--- config.mk ---
export PLATFORM = sky130hd
export DESIGN_NAME = ts_pcr_pacer_unit
export DESIGN_NICKNAME = d
export VERILOG_FILES = /design/src/sv/tpp_pkg.sv /design/src/sv/tpp_front.sv /design/src/sv/tpp_queue.sv /design/src/sv/tpp_back.sv /design/src/sv/ts_pcr_pacer_unit.sv
export SDC_FILE = /design/constraint.sdc
export NUM_CORES = 2
export LEC_CHECK = 0
export ABC_AREA = 1
export BUFFER_PORTS_ARGS = -buffer_cell sky130_fd_sc_hd__buf_2
export CORE_UTILIZATION = 40
export CTS_CLUSTER_DIAMETER = 200
export DETAILED_ROUTE_END_ITERATION = 10
export GPL_TIMING_DRIVEN = 0
export SYNTH_ARGS = -nofsm -noshare
export SYNTH_HDL_FRONTEND = slang
export SYNTH_SLANG_ARGS = --single-unit
--- constraint.sdc ---
create_clock -name clk -period 15.6 [get_ports clk]
set_input_delay 0.78 -clock clk [delete_from_list [all_inputs] [get_ports clk]]
set_output_delay 0.78 -clock clk [all_outputs]
set_load 0.01 [all_outputs]
--- src/sv/tpp_pkg.sv ---
// shared constants and types of the transport stream pcr pacer
`default_nettype none
package tpp_pkg;

  localparam logic [7:0] LAST_POS      = 8'd187;
  localparam logic [7:0] POS_SYNC      = 8'd0;
  localparam logic [7:0] POS_AF_CTRL   = 8'd3;
  localparam logic [7:0] POS_AF_LEN    = 8'd4;
  localparam logic [7:0] POS_AF_FLAGS  = 8'd5;
  localparam logic [7:0] POS_PCR_FIRST = 8'd6;
  localparam logic [7:0] POS_PCR_LAST  = 8'd11;

  localparam logic [7:0] SYNC_BYTE   = 8'h47;
  localparam logic [7:0] MIN_AF_LEN  = 8'd7;
  localparam int unsigned AF_CTRL_BIT  = 5;
  localparam int unsigned PCR_FLAG_BIT = 4;

  localparam logic [7:0]  REG_PACE_ENABLE  = 8'd0;
  localparam logic [7:0]  REG_REANCHOR_GAP = 8'd1;
  localparam logic        PACE_ENABLE_RESET = 1'b1;
  localparam logic [41:0] GAP_RESET         = 42'd27000000;

  localparam int unsigned QUEUE_DEPTH = 4;
  localparam int unsigned QPTR_W      = 2;
  localparam int unsigned QCNT_W      = 3;

  // ticks to ns: off*1000/27 = off*37 + off/27, and off/27 = (off*RECIP) >> 45
  localparam int unsigned ACC_W       = 83;
  localparam int unsigned RECIP_SHIFT = 45;
  localparam logic [31:0] RECIP_LO    = 32'h684B_DA13;
  localparam logic [31:0] RECIP_HI    = 32'h0000_012F;
  localparam logic [41:0] PCR_MULT    = 42'd300;

  typedef struct packed {
    logic [7:0]  data_byte;
    logic [63:0] now_time;
    logic        pcr_ready;
    logic        pkt_end;
    logic        pcr_ok;
    logic [47:0] pcr_bytes;
  } item_t;

endpackage
`default_nettype wire

--- src/sv/tpp_front.sv ---
// front: byte position tracking and header parsing
`default_nettype none
module tpp_front (
  input  logic           clk,
  input  logic           rst,
  input  logic           in_valid,
  output logic           in_ready,
  input  logic [7:0]     data_byte,
  input  logic [63:0]    now_time,
  input  logic           q_full,
  output logic           push,
  output tpp_pkg::item_t push_item
);
  import tpp_pkg::*;

  logic [7:0]  byte_position;
  logic [7:0]  byte_position_next;
  logic        sync_ok, sync_ok_next;
  logic        adapt_present, adapt_present_next;
  logic        adapt_long_enough, adapt_long_enough_next;
  logic        pcr_flag_seen, pcr_flag_seen_next;
  logic [47:0] pcr_bytes, pcr_bytes_next;
  logic        pkt_end;

  assign in_ready = !q_full;
  assign push     = in_valid && in_ready;
  assign pkt_end  = byte_position >= LAST_POS;

  always_comb begin
    sync_ok_next           = sync_ok;
    adapt_present_next     = adapt_present;
    adapt_long_enough_next = adapt_long_enough;
    pcr_flag_seen_next     = pcr_flag_seen;
    pcr_bytes_next         = pcr_bytes;
    if (byte_position == POS_SYNC) begin
      sync_ok_next = data_byte == SYNC_BYTE;
    end else if (byte_position == POS_AF_CTRL) begin
      adapt_present_next = data_byte[AF_CTRL_BIT];
    end else if (byte_position == POS_AF_LEN) begin
      adapt_long_enough_next = data_byte >= MIN_AF_LEN;
    end else if (byte_position == POS_AF_FLAGS) begin
      pcr_flag_seen_next = data_byte[PCR_FLAG_BIT];
    end else if (byte_position >= POS_PCR_FIRST && byte_position <= POS_PCR_LAST) begin
      pcr_bytes_next = {pcr_bytes[39:0], data_byte};
    end
    byte_position_next = pkt_end ? 8'd0 : byte_position + 8'd1;
  end

  always_comb begin
    push_item.data_byte = data_byte;
    push_item.now_time  = now_time;
    push_item.pcr_ready = byte_position == POS_PCR_LAST;
    push_item.pkt_end   = pkt_end;
    push_item.pcr_ok    = sync_ok_next && adapt_present_next && adapt_long_enough_next
                          && pcr_flag_seen_next;
    push_item.pcr_bytes = pcr_bytes_next;
  end

  always_ff @(posedge clk) begin
    if (rst) begin
      byte_position     <= 8'd0;
      sync_ok           <= 1'b0;
      adapt_present     <= 1'b0;
      adapt_long_enough <= 1'b0;
      pcr_flag_seen     <= 1'b0;
      pcr_bytes         <= 48'd0;
    end else if (push) begin
      byte_position     <= byte_position_next;
      sync_ok           <= sync_ok_next;
      adapt_present     <= adapt_present_next;
      adapt_long_enough <= adapt_long_enough_next;
      pcr_flag_seen     <= pcr_flag_seen_next;
      pcr_bytes         <= pcr_bytes_next;
    end
  end

endmodule
`default_nettype wire

--- src/sv/tpp_queue.sv ---
// short item queue between front and back
`default_nettype none
module tpp_queue (
  input  logic           clk,
  input  logic           rst,
  input  logic           push,
  input  tpp_pkg::item_t push_item,
  output logic           full,
  input  logic           pop,
  output logic           head_valid,
  output tpp_pkg::item_t head_item
);
  import tpp_pkg::*;

  item_t             entries [QUEUE_DEPTH];
  logic [QPTR_W-1:0] wr_ptr;
  logic [QPTR_W-1:0] rd_ptr;
  logic [QCNT_W-1:0] count;
  logic [QCNT_W-1:0] count_next;

  assign full       = count == QCNT_W'(QUEUE_DEPTH);
  assign head_valid = count != '0;
  assign head_item  = entries[rd_ptr];

  always_comb begin
    count_next = count;
    if (push && !pop) count_next = count + QCNT_W'(1);
    else if (pop && !push) count_next = count - QCNT_W'(1);
  end

  always_ff @(posedge clk) begin
    if (push) entries[wr_ptr] <= push_item;
  end

  always_ff @(posedge clk) begin
    if (rst) begin
      wr_ptr <= '0;
      rd_ptr <= '0;
      count  <= '0;
    end else begin
      if (push) wr_ptr <= wr_ptr + QPTR_W'(1);
      if (pop) rd_ptr <= rd_ptr + QPTR_W'(1);
      count <= count_next;
    end
  end

endmodule
`default_nettype wire

--- src/sv/tpp_back.sv ---
// back: pcr arithmetic, anchoring and result register
`default_nettype none
module tpp_back (
  input  logic           clk,
  input  logic           rst,
  input  logic           head_valid,
  input  tpp_pkg::item_t head_item,
  output logic           pop,
  input  logic           pace_enable,
  input  logic [41:0]    reanchor_gap,
  output logic           out_valid,
  input  logic           out_ready,
  output logic [7:0]     out_byte,
  output logic           packet_end,
  output logic           pcr_seen,
  output logic [41:0]    pcr_value,
  output logic [63:0]    release_time,
  output logic           reanchored
);
  import tpp_pkg::*;

  localparam logic [2:0] ST_IDLE  = 3'd0;
  localparam logic [2:0] ST_MUL   = 3'd1;
  localparam logic [2:0] ST_PREP  = 3'd2;
  localparam logic [2:0] ST_SCALE = 3'd3;
  localparam logic [2:0] ST_RECIP = 3'd4;
  localparam logic [2:0] ST_SUM   = 3'd5;

  logic [2:0]       mstate;
  logic [47:0]      raw;
  logic [41:0]      pcr;
  logic [41:0]      pcr_calc;
  logic [41:0]      off;
  logic [47:0]      off_x37;
  logic [47:0]      off_x37_calc;
  logic [31:0]      mul_a;
  logic [31:0]      mul_b;
  logic [63:0]      mul_p;
  logic [ACC_W-1:0] addend;
  logic [ACC_W-1:0] acc;
  logic [1:0]       step;
  logic [63:0]      wall_part;
  logic             backward;
  logic [41:0]      diff;
  logic [63:0]      sum;

  logic                anchored;
  logic [41:0]         anchor_pcr;
  logic [63:0]         anchor_wall;
  logic [41:0]         previous_pcr;

  logic                fin;
  logic                reanch;

  assign pcr_calc     = ({9'd0, raw[47:15]} * PCR_MULT) + {33'd0, raw[8:0]};
  assign off_x37_calc = {1'b0, off, 5'd0} + {4'd0, off, 2'd0} + {6'd0, off};

  // four partial products of off * reciprocal, lo*lo, lo*hi, hi*lo, hi*hi
  assign mul_a  = step[1] ? {22'd0, off[41:32]} : off[31:0];
  assign mul_b  = step[0] ? RECIP_HI : RECIP_LO;
  assign mul_p  = {32'd0, mul_a} * {32'd0, mul_b};
  assign addend = {19'd0, mul_p} << {step[1] & step[0], step[1] ^ step[0], 5'd0};

  assign fin    = head_item.pkt_end && head_item.pcr_ok;
  assign reanch = pace_enable && (!anchored || (backward && diff > reanchor_gap));
  assign pop    = head_valid && (!out_valid || out_ready) && !(fin && mstate != ST_IDLE);

  always_ff @(posedge clk) begin
    if (rst) begin
      mstate <= ST_IDLE;
    end else begin
      unique case (mstate)
        ST_IDLE: begin
          if (pop && head_item.pcr_ready) begin
            raw    <= head_item.pcr_bytes;
            mstate <= ST_MUL;
          end
        end
        ST_MUL: begin
          pcr    <= pcr_calc;
          mstate <= ST_PREP;
        end
        ST_PREP: begin
          off      <= (pcr >= anchor_pcr) ? pcr - anchor_pcr : 42'd0;
          backward <= anchored && (pcr < previous_pcr);
          diff     <= previous_pcr - pcr;
          mstate   <= ST_SCALE;
        end
        ST_SCALE: begin
          off_x37 <= off_x37_calc;
          acc     <= '0;
          step    <= '0;
          mstate  <= ST_RECIP;
        end
        ST_RECIP: begin
          acc       <= acc + addend;
          wall_part <= anchor_wall + {16'd0, off_x37};
          step      <= step + 2'd1;
          if (step == 2'd3) mstate <= ST_SUM;
        end
        ST_SUM: begin
          sum    <= wall_part + {26'd0, acc[ACC_W-1:RECIP_SHIFT]};
          mstate <= ST_IDLE;
        end
        default: mstate <= ST_IDLE;
      endcase
    end
  end

  always_ff @(posedge clk) begin
    if (rst) begin
      anchored     <= 1'b0;
      anchor_pcr   <= 42'd0;
      anchor_wall  <= 64'd0;
      previous_pcr <= 42'd0;
    end else if (pop && fin && pace_enable) begin
      previous_pcr <= pcr;
      if (reanch) begin
        anchored    <= 1'b1;
        anchor_pcr  <= pcr;
        anchor_wall <= head_item.now_time;
      end
    end
  end

  always_ff @(posedge clk) begin
    if (rst) begin
      out_valid <= 1'b0;
    end else if (pop) begin
      out_valid <= 1'b1;
    end else if (out_ready) begin
      out_valid <= 1'b0;
    end
  end

  always_ff @(posedge clk) begin
    if (pop) begin
      out_byte     <= head_item.data_byte;
      packet_end   <= head_item.pkt_end;
      pcr_seen     <= fin;
      pcr_value    <= fin ? pcr : 42'd0;
      release_time <= (fin && pace_enable) ? (reanch ? head_item.now_time : sum) : 64'd0;
      reanchored   <= fin && reanch;
    end
  end

endmodule
`default_nettype wire

--- src/sv/ts_pcr_pacer_unit.sv ---
// top level of the transport stream pcr pacer
// Takes one transport stream byte per cycle while the queue has room and gives one result per
// byte; each result passes through the queue and then the result register. The byte
// position counter and header parser sit in the front; a four-item queue feeds the back,
// where a shared arithmetic unit works out the pcr and its release time (pcr multiply,
// offset, scale by 37, a four-step reciprocal multiply for the remaining division by 27,
// anchor add). It starts once the last pcr byte has passed and overlaps the 176 bytes that
// remain in the packet, so a steady stream runs at one byte per cycle while the output is
// not stalled.
`default_nettype none
module ts_pcr_pacer_unit (
  input  logic        clk,
  input  logic        rst,
  input  logic        in_valid,
  output logic        in_ready,
  input  logic [7:0]  data_byte,
  input  logic [63:0] now_time,
  output logic        out_valid,
  input  logic        out_ready,
  output logic [7:0]  out_byte,
  output logic        packet_end,
  output logic        pcr_seen,
  output logic [41:0] pcr_value,
  output logic [63:0] release_time,
  output logic        reanchored,
  input  logic        cfg_valid,
  output logic        cfg_ready,
  input  logic [7:0]  cfg_index,
  input  logic [63:0] cfg_data
);
  import tpp_pkg::*;

  logic        pace_enable;
  logic [41:0] reanchor_gap;
  logic        push;
  item_t       push_item;
  logic        q_full;
  logic        pop;
  logic        head_valid;
  item_t       head_item;

  assign cfg_ready = 1'b1;

  always_ff @(posedge clk) begin
    if (rst) begin
      pace_enable  <= PACE_ENABLE_RESET;
      reanchor_gap <= GAP_RESET;
    end else if (cfg_valid) begin
      unique case (cfg_index)
        REG_PACE_ENABLE:  pace_enable  <= cfg_data[0];
        REG_REANCHOR_GAP: reanchor_gap <= cfg_data[41:0];
        default: ;
      endcase
    end
  end

  tpp_front u_front (
    .clk       (clk),
    .rst       (rst),
    .in_valid  (in_valid),
    .in_ready  (in_ready),
    .data_byte (data_byte),
    .now_time  (now_time),
    .q_full    (q_full),
    .push      (push),
    .push_item (push_item)
  );

  tpp_queue u_queue (
    .clk        (clk),
    .rst        (rst),
    .push       (push),
    .push_item  (push_item),
    .full       (q_full),
    .pop        (pop),
    .head_valid (head_valid),
    .head_item  (head_item)
  );

  tpp_back u_back (
    .clk          (clk),
    .rst          (rst),
    .head_valid   (head_valid),
    .head_item    (head_item),
    .pop          (pop),
    .pace_enable  (pace_enable),
    .reanchor_gap (reanchor_gap),
    .out_valid    (out_valid),
    .out_ready    (out_ready),
    .out_byte     (out_byte),
    .packet_end   (packet_end),
    .pcr_seen     (pcr_seen),
    .pcr_value    (pcr_value),
    .release_time (release_time),
    .reanchored   (reanchored)
  );

endmodule
`default_nettype wire

# ---- Yosys cells after proc, flatten, opt, wreduce, memory -nomap -nowiden
# Memories as Yosys holds them, arrays and structs flattened. A register that Yosys moved wholly into a read port is not among the register bits.
# Cells that the tools add are included.
dict set report totals {
  register_bits 816
  mem_bits_rw 492
  elab_cells 154
  mem_count 1
  inputBits 149
  out_inout_bits 120
}
dict set report op_classes {
  magnitude_cmp 7
  n_mux 32
  n_reduce_logical 46
  n_shift 1
  eq_ne 15
  n_bitwise 3
  mul 2
  add_sub_neg 14
}
# memory depth word_bits rd rd_ports_with_merged_regs write_ports line_no
set mem_list {}
lappend mem_list {u_queue.entries 4 123 1 1 1 tpp_queue.sv:15} ;# item_t entries [QUEUE_DEPTH];
# cell count
set op_table {}
lappend op_table {{48-bit 2-to-1 mux} 5}
lappend op_table {{83-bit case mux with 2 select lines} 1}
lappend op_table {{42-bit subtractor} 2}
lappend op_table {{83-bit adder} 1}
lappend op_table {{64-bit by 7-bit left shift with 83-bit output} 1}
lappend op_table {{64-bit by 38-bit adder with 64-bit output} 1}
lappend op_table {{64-bit by 48-bit adder with 64-bit output} 1}
lappend op_table {{32-bit by 32-bit multiplier with 64-bit output} 1}
lappend op_table {{64-bit 2-to-1 mux} 1}
lappend op_table {{47-bit by 44-bit adder with 48-bit output} 1}
lappend op_table {{48-bit by 42-bit adder with 48-bit output} 1}
lappend op_table {{42-bit by 9-bit adder with 42-bit output} 1}
lappend op_table {{42-bit greater-or-equal comparator} 1}
lappend op_table {{42-bit > comparator} 1}
lappend op_table {{42-bit < comparator} 1}
lappend op_table {{33-bit by 7-bit multiplier with 40-bit output (second input constant)} 1}
lappend op_table {{32-bit 2-to-1 mux} 1}
lappend op_table {{31-bit 2-to-1 mux} 1}
lappend op_table {{2-bit AND reduction} 10}
lappend op_table {{1-bit logical AND} 19}
lappend op_table {{8-bit by 3-bit equality test with 1-bit output (second input constant)} 2}
lappend op_table {{8-bit by 3-bit greater-or-equal comparator with 1-bit output (second input constant)} 2}
lappend op_table {{8-bit logical NOT} 2}
lappend op_table {{3-bit case mux with 5 select lines} 1}
lappend op_table {{other kinds (29)} 61}

# ---- Longest topological paths before layout
dict set report depth {
  ltp_word 7
  ltp_mapped 57
  mapped_depth_nobuf 56
}

# ---- By module
# From an unflattened synthesis, not the netlist that was laid out.
dict set report unflattened {
  hier_cells 12141
  hier_area_um2 100915.5
}
# mod area_per_inst_um2 n_inst cells_per_inst seq_area_each_um2
set by_module_without_submodules {}
lappend by_module_without_submodules {tpp_back 75896.5 1 9974 19488.7}
lappend by_module_without_submodules {tpp_queue 19093.3 1 1248 14954.3}
lappend by_module_without_submodules {tpp_front 4095.2 1 656 1201.2}
lappend by_module_without_submodules {ts_pcr_pacer_unit 1830.5 1 263 860.8}

# ---- Worst setup path before layout
# Ideal clock, no wire load.
dict set report synth_timing {
  kind {reg-to-reg}
  startpoint {register u_back.step[0]}
  endpoint {register u_back.acc[51], data pin}
  path_buffers 4
  setup_ps 253
  slack_ps 6680
  arrival_time_ps 8667
  stages_incl_launch_ff 43
  required_time_ps 15347
  period_less_slack_ps 8920
  cell_sequence {edfxtp_1 > buf_2 > clkbuf_1 > clkbuf_1 > buf_1 > nor2_1 > ha_1 > inv_1 > fa_1 > fa_1 > inv_1 > fa_1 > fa_1 > fa_1 > fa_1 > inv_1 > fa_1 > inv_1 > [7 not listed] > a21oi_1 > or2_2 > nand2_1 > nand2_1 > o211ai_1 > inv_1 > ha_1 > nand2_1 > nor2_1 > inv_1 > nor2_1 > inv_1 > nor4_1 > a21oi_1 > o21ai_0 > nand2_1 > nand2_1 > nor2_1}
}
dict set report synth_between {
  elab_chain_len 5
  word_cells_on_any_way 7
  classes_between {add/sub (1); mul (1); shift (1); mux (2); bitwise (2)}
}
# item line_no
set synth_lines {}
lappend synth_lines {{start: declaration} tpp_back.sv:41} ;# logic [1:0] step;
lappend synth_lines {{start signal: assignment} tpp_back.sv:98} ;# step <= step + 2'd1;
lappend synth_lines {{31-bit 2-to-1 mux} tpp_back.sv:60} ;# assign mul_b = step[0] ? RECIP_HI : RECIP_LO;
lappend synth_lines {{32-bit by 32-bit multiplier with 64-bit output} tpp_back.sv:61} ;# assign mul_p = {32'd0, mul_a} * {32'd0, mul_b};
lappend synth_lines {{64-bit by 7-bit left shift with 83-bit output (*)} tpp_back.sv:62} ;# assign addend = {19'd0, mul_p} << {step[1] & step[0], step[1] ^ step[0], 5'd0};
lappend synth_lines {{83-bit adder (*)} tpp_back.sv:96} ;# acc <= acc + addend;
lappend synth_lines {{83-bit case mux with 2 select lines (*)} tpp_back.sv:72} ;# unique case (mstate)
lappend synth_lines {{end signal: assignment} tpp_back.sv:96}
lappend synth_lines {{end: declaration} tpp_back.sv:40} ;# logic [ACC_W-1:0] acc;
# Every way passes the cells marked *; elsewhere a longest branch is shown, timed or not.
# A chain may end at the register's enable or synchronous reset.

# ---- Final worst setup path
dict set report layout_timing {
  startpoint {register u_back.step[1]}
  endpoint {register u_back.acc[36], data pin}
}
dict set report layout_between {
  elab_chain_len 5
  word_cells_on_any_way 7
  classes_between {add/sub (1); mul (1); shift (1); mux (2); bitwise (2)}
}
# item line_no
set layout_lines {}
lappend layout_lines {{32-bit 2-to-1 mux} tpp_back.sv:59} ;# assign mul_a = step[1] ? {22'd0, off[41:32]} : off[31:0];
lappend layout_lines {{32-bit by 32-bit multiplier with 64-bit output} tpp_back.sv:61}
lappend layout_lines {{64-bit by 7-bit left shift with 83-bit output (*)} tpp_back.sv:62}
lappend layout_lines {{83-bit adder (*)} tpp_back.sv:96}
lappend layout_lines {{83-bit case mux with 2 select lines (*)} tpp_back.sv:72}
# Marked as above.

==> qor.yml <==
sta:
  finalClockSkew_ns: 0.0724
  rsz0062_at_grt: "no"
  period_needed_ns: 12.87
  hold_viol: 0
  fin_tns_setup_ns: 0
  worst_pin_slew_ns: 1.46
  slew_headroom_pct: 2.21
  timing.final.crit_share_pct: 82.5
  report.final.slew_viol_count: 0
  timing.fmax_mhz: 77.7
  setup_viol_count_final: 0
clocking:
  clock-root-buffer: "clkbuf_16"
  cts_tree: "built"
  htreeDepth: 4
  numCtsBuffers: 145
  cts_resized: 0
  clkTransAtPathRegs_ns: 0.06
  insertion_delay_ns: 0.83
  ctsHoldBuffers: 0
  cts_setup_buffers: 0
  cts_buffer_depth: 3
  cts_sinks: 1280
detailed_routing:
  wl_um: 343000
  detail-route-antenna-nets: 0
  drc: 0
  first_iter_violations: 7071
  routedWlPerCell_um: 22.4
  vias: 80900
  viasPerCell: 5.29
  drt_pass1_iterations: 6
place:
  placed_area_sq_mm: 0.103
  gp_congestion: 0.995
  dp_hpwl_um: 286000
  numPortBuffers: 244
  placed_cells: 15000
critical_path:
  crit_path_end_kind: "register"
  timing.rr.start: "u_back.step[1]"
  cp_slowest_cell: "o21ai_0"
  regToRegSetupSlack_ns: 2.73
  slowest_delay_ns: 0.97
  cp.arrival_ns: 13.44
  timing.rr.end: "u_back.acc[36]"
  critPathLaunchType: "register"
  cp_data_required_time_ns: 16.17
  r2r_cells: 42
  worstPathMaxFanout: 10
  crit_path_frequent_cell: "inv_1"
  crit_type: "register to register"
min_path:
  min_from: "now_time[29]"
  hold_end: "u_queue.entries[2][80]"
  hold_path_depth: 1
  hold_class: "input pin to register"
cells_and_area:
  fin_nets: 13500
  fin_util_pct: 44.9
  fin_area_sq_mm: 0.108
  final_cells: 15300
  area_growth_pct: 11.6
  drive_gt1_share_pct: 5.50
yosys:
  synth_commonest_cells: "inv_1, nand2_1, nor2_1"
  synth_top_area_share_pct: 31.6
  ys_ff_latch: 1280
  synth_cell_type_count: 63
  synthArstFlopShare_pct: 0
  syn_inst: 11500
  synth_enable_flop_cells: 1015
  yosys_warnings: 0
  ys_seq_area_share_pct: 37.0
  yosysTopAreaCell: "edfxtp_1"
  synth_ff_type: "edfxtp_1"
  synth_area_sq_mm: 0.0966
  synth_area_per_cell_sq_um: 8.40
  yosysMostFrequentCell: "inv_1"
  synthTopCellsByArea: "edfxtp_1, fa_1, ha_1"
flow_run:
  max_cap_violations: 0
global_routing:
  grt_max_degree: 76
  grt_use_total_pct: 27.7
  grt_pass1_vias: 79600
  grt.overflow.total: 0
  grt_pass1_wl_um: 505000
  antenna_found_initial: 14
floorplanning:
  placementRows: 180
  start_util_pct: 40.2
  core_sq_mm: 0.240
  fp.dieH_um: 493
  dieWidth_um: 493
  io_pins: 269
  die_area_sq_mm: 0.243
run_status:
  status: "complete, no violations"
critical path, delay by kind of cell, from the launching register on:
family | cells | cell delay (ns)
flip-flops | 1 | 0.45
XOR/XNOR | 1 | 0.38
adder cells (fa/ha/maj) | 9 | 3.87
buffers and inverters | 12 | 1.62
AND/OR/NAND/NOR | 13 | 3.29
AO/OA/AOI/OAI | 7 | 3.03
routing by layer:
| layer | global-route usage, % | up-vias | wire length, um |
|---|---|---|---|
| li1 | - | 38500 | - |
| met1 | 37.6 | 39500 | 151000 |
| met2 | 46.0 | 2477 | 162000 |
| met3 | 2.87 | 448 | 18000 |
| met4 | 9.72 | 0 | 12300 |
| met5 | 0 | - | 0 |
final cells by class:
type	count	area [sq um]
well taps	3185	3990
flip-flops and latches	1280	35800
clock inverters	85	1080
repair buffers	286	1940
fillers	23800	133000
clock buffers	185	3900
plain buffers	250	1020
multi-input cells	7909	52100
inverters	2107	7910
diodes	11	27.5
registers in the layout, summed over array words and instances, names as in the netlist, 48 cells and up, named ones only:
register,cells
u_back.wall_part,64
u_back.release_time,64
u_back.anchor_wall,64
u_back.sum,64
u_back.acc,83
u_queue.entries,468
u_back.off_x37,48
worst max path at each step:
stage | start | to | cells past startpoint | slack, ns
2_1_floorplan | u_back.step[0] | u_back.acc[51] | 42 | 6.68
3_3_place_gp | rst | u_back.sum[34] | 2 | 2.54
3_5_place_dp | u_back.step[0] | u_back.acc[82] | 41 | 3.11
4_1_cts | u_back.step[0] | u_back.acc[82] | 41 | 3.07
5_1_grt | u_back.step[1] | u_back.acc[36] | 44 | 2.46
6_report | u_back.step[1] | u_back.acc[36] | 42 | 2.73
stage by stage:
stage	hold WS [ns]	setup slack [ns]
2_1_floorplan	0.400	6.68
3_3_place_gp	0.449	2.54
3_5_place_dp	0.463	3.11
4_1_cts	0.113	3.07
5_1_grt	0.147	2.46
6_report	0.168	2.73
placed cells by master (no fill, tap or decap), types with 27 or more instances in the layout:
master and n:
edfxtp_1 1015, clkbuf_1 218, a21o_1 59, clkbuf_16 149
a21oi_1 778, buf_2 282, o21bai_1 58, o21ai_1 32
nor3_1 124, nand3_1 292, xor2_1 220, o21ai_0 855
a31oi_1 91, nand2_1 1710, fa_1 521, conb_1 45
dfxtp_1 265, nor2_1 1652, o22ai_1 117, inv_1 2083
nand4_1 69, ha_1 819, a211oi_1 27, nor4_1 38
xnor2_1 133, o211ai_1 48, o21a_1 56
logic make-up (layout without fill, tap and decap cells):
kind of cell,count (synthesis),count (layout),share of synthesized area (%)
adders and majority gates,1340,1340,21.4
AOI/OAI and AO/OA,2175,2175,12.4
other,2,56,0.00778
xor gates and xnor gates,353,353,3.20
muxes,2,2,0.0207
buffers and inverters,2357,2913,9.24
and+or+nand+nor,3994,3994,16.7
DFF,1280,1280,37.0
Power is left out: the tool's default activity adds up to more than one toggle a clock period on the data nets, which glitch-free logic cannot reach.
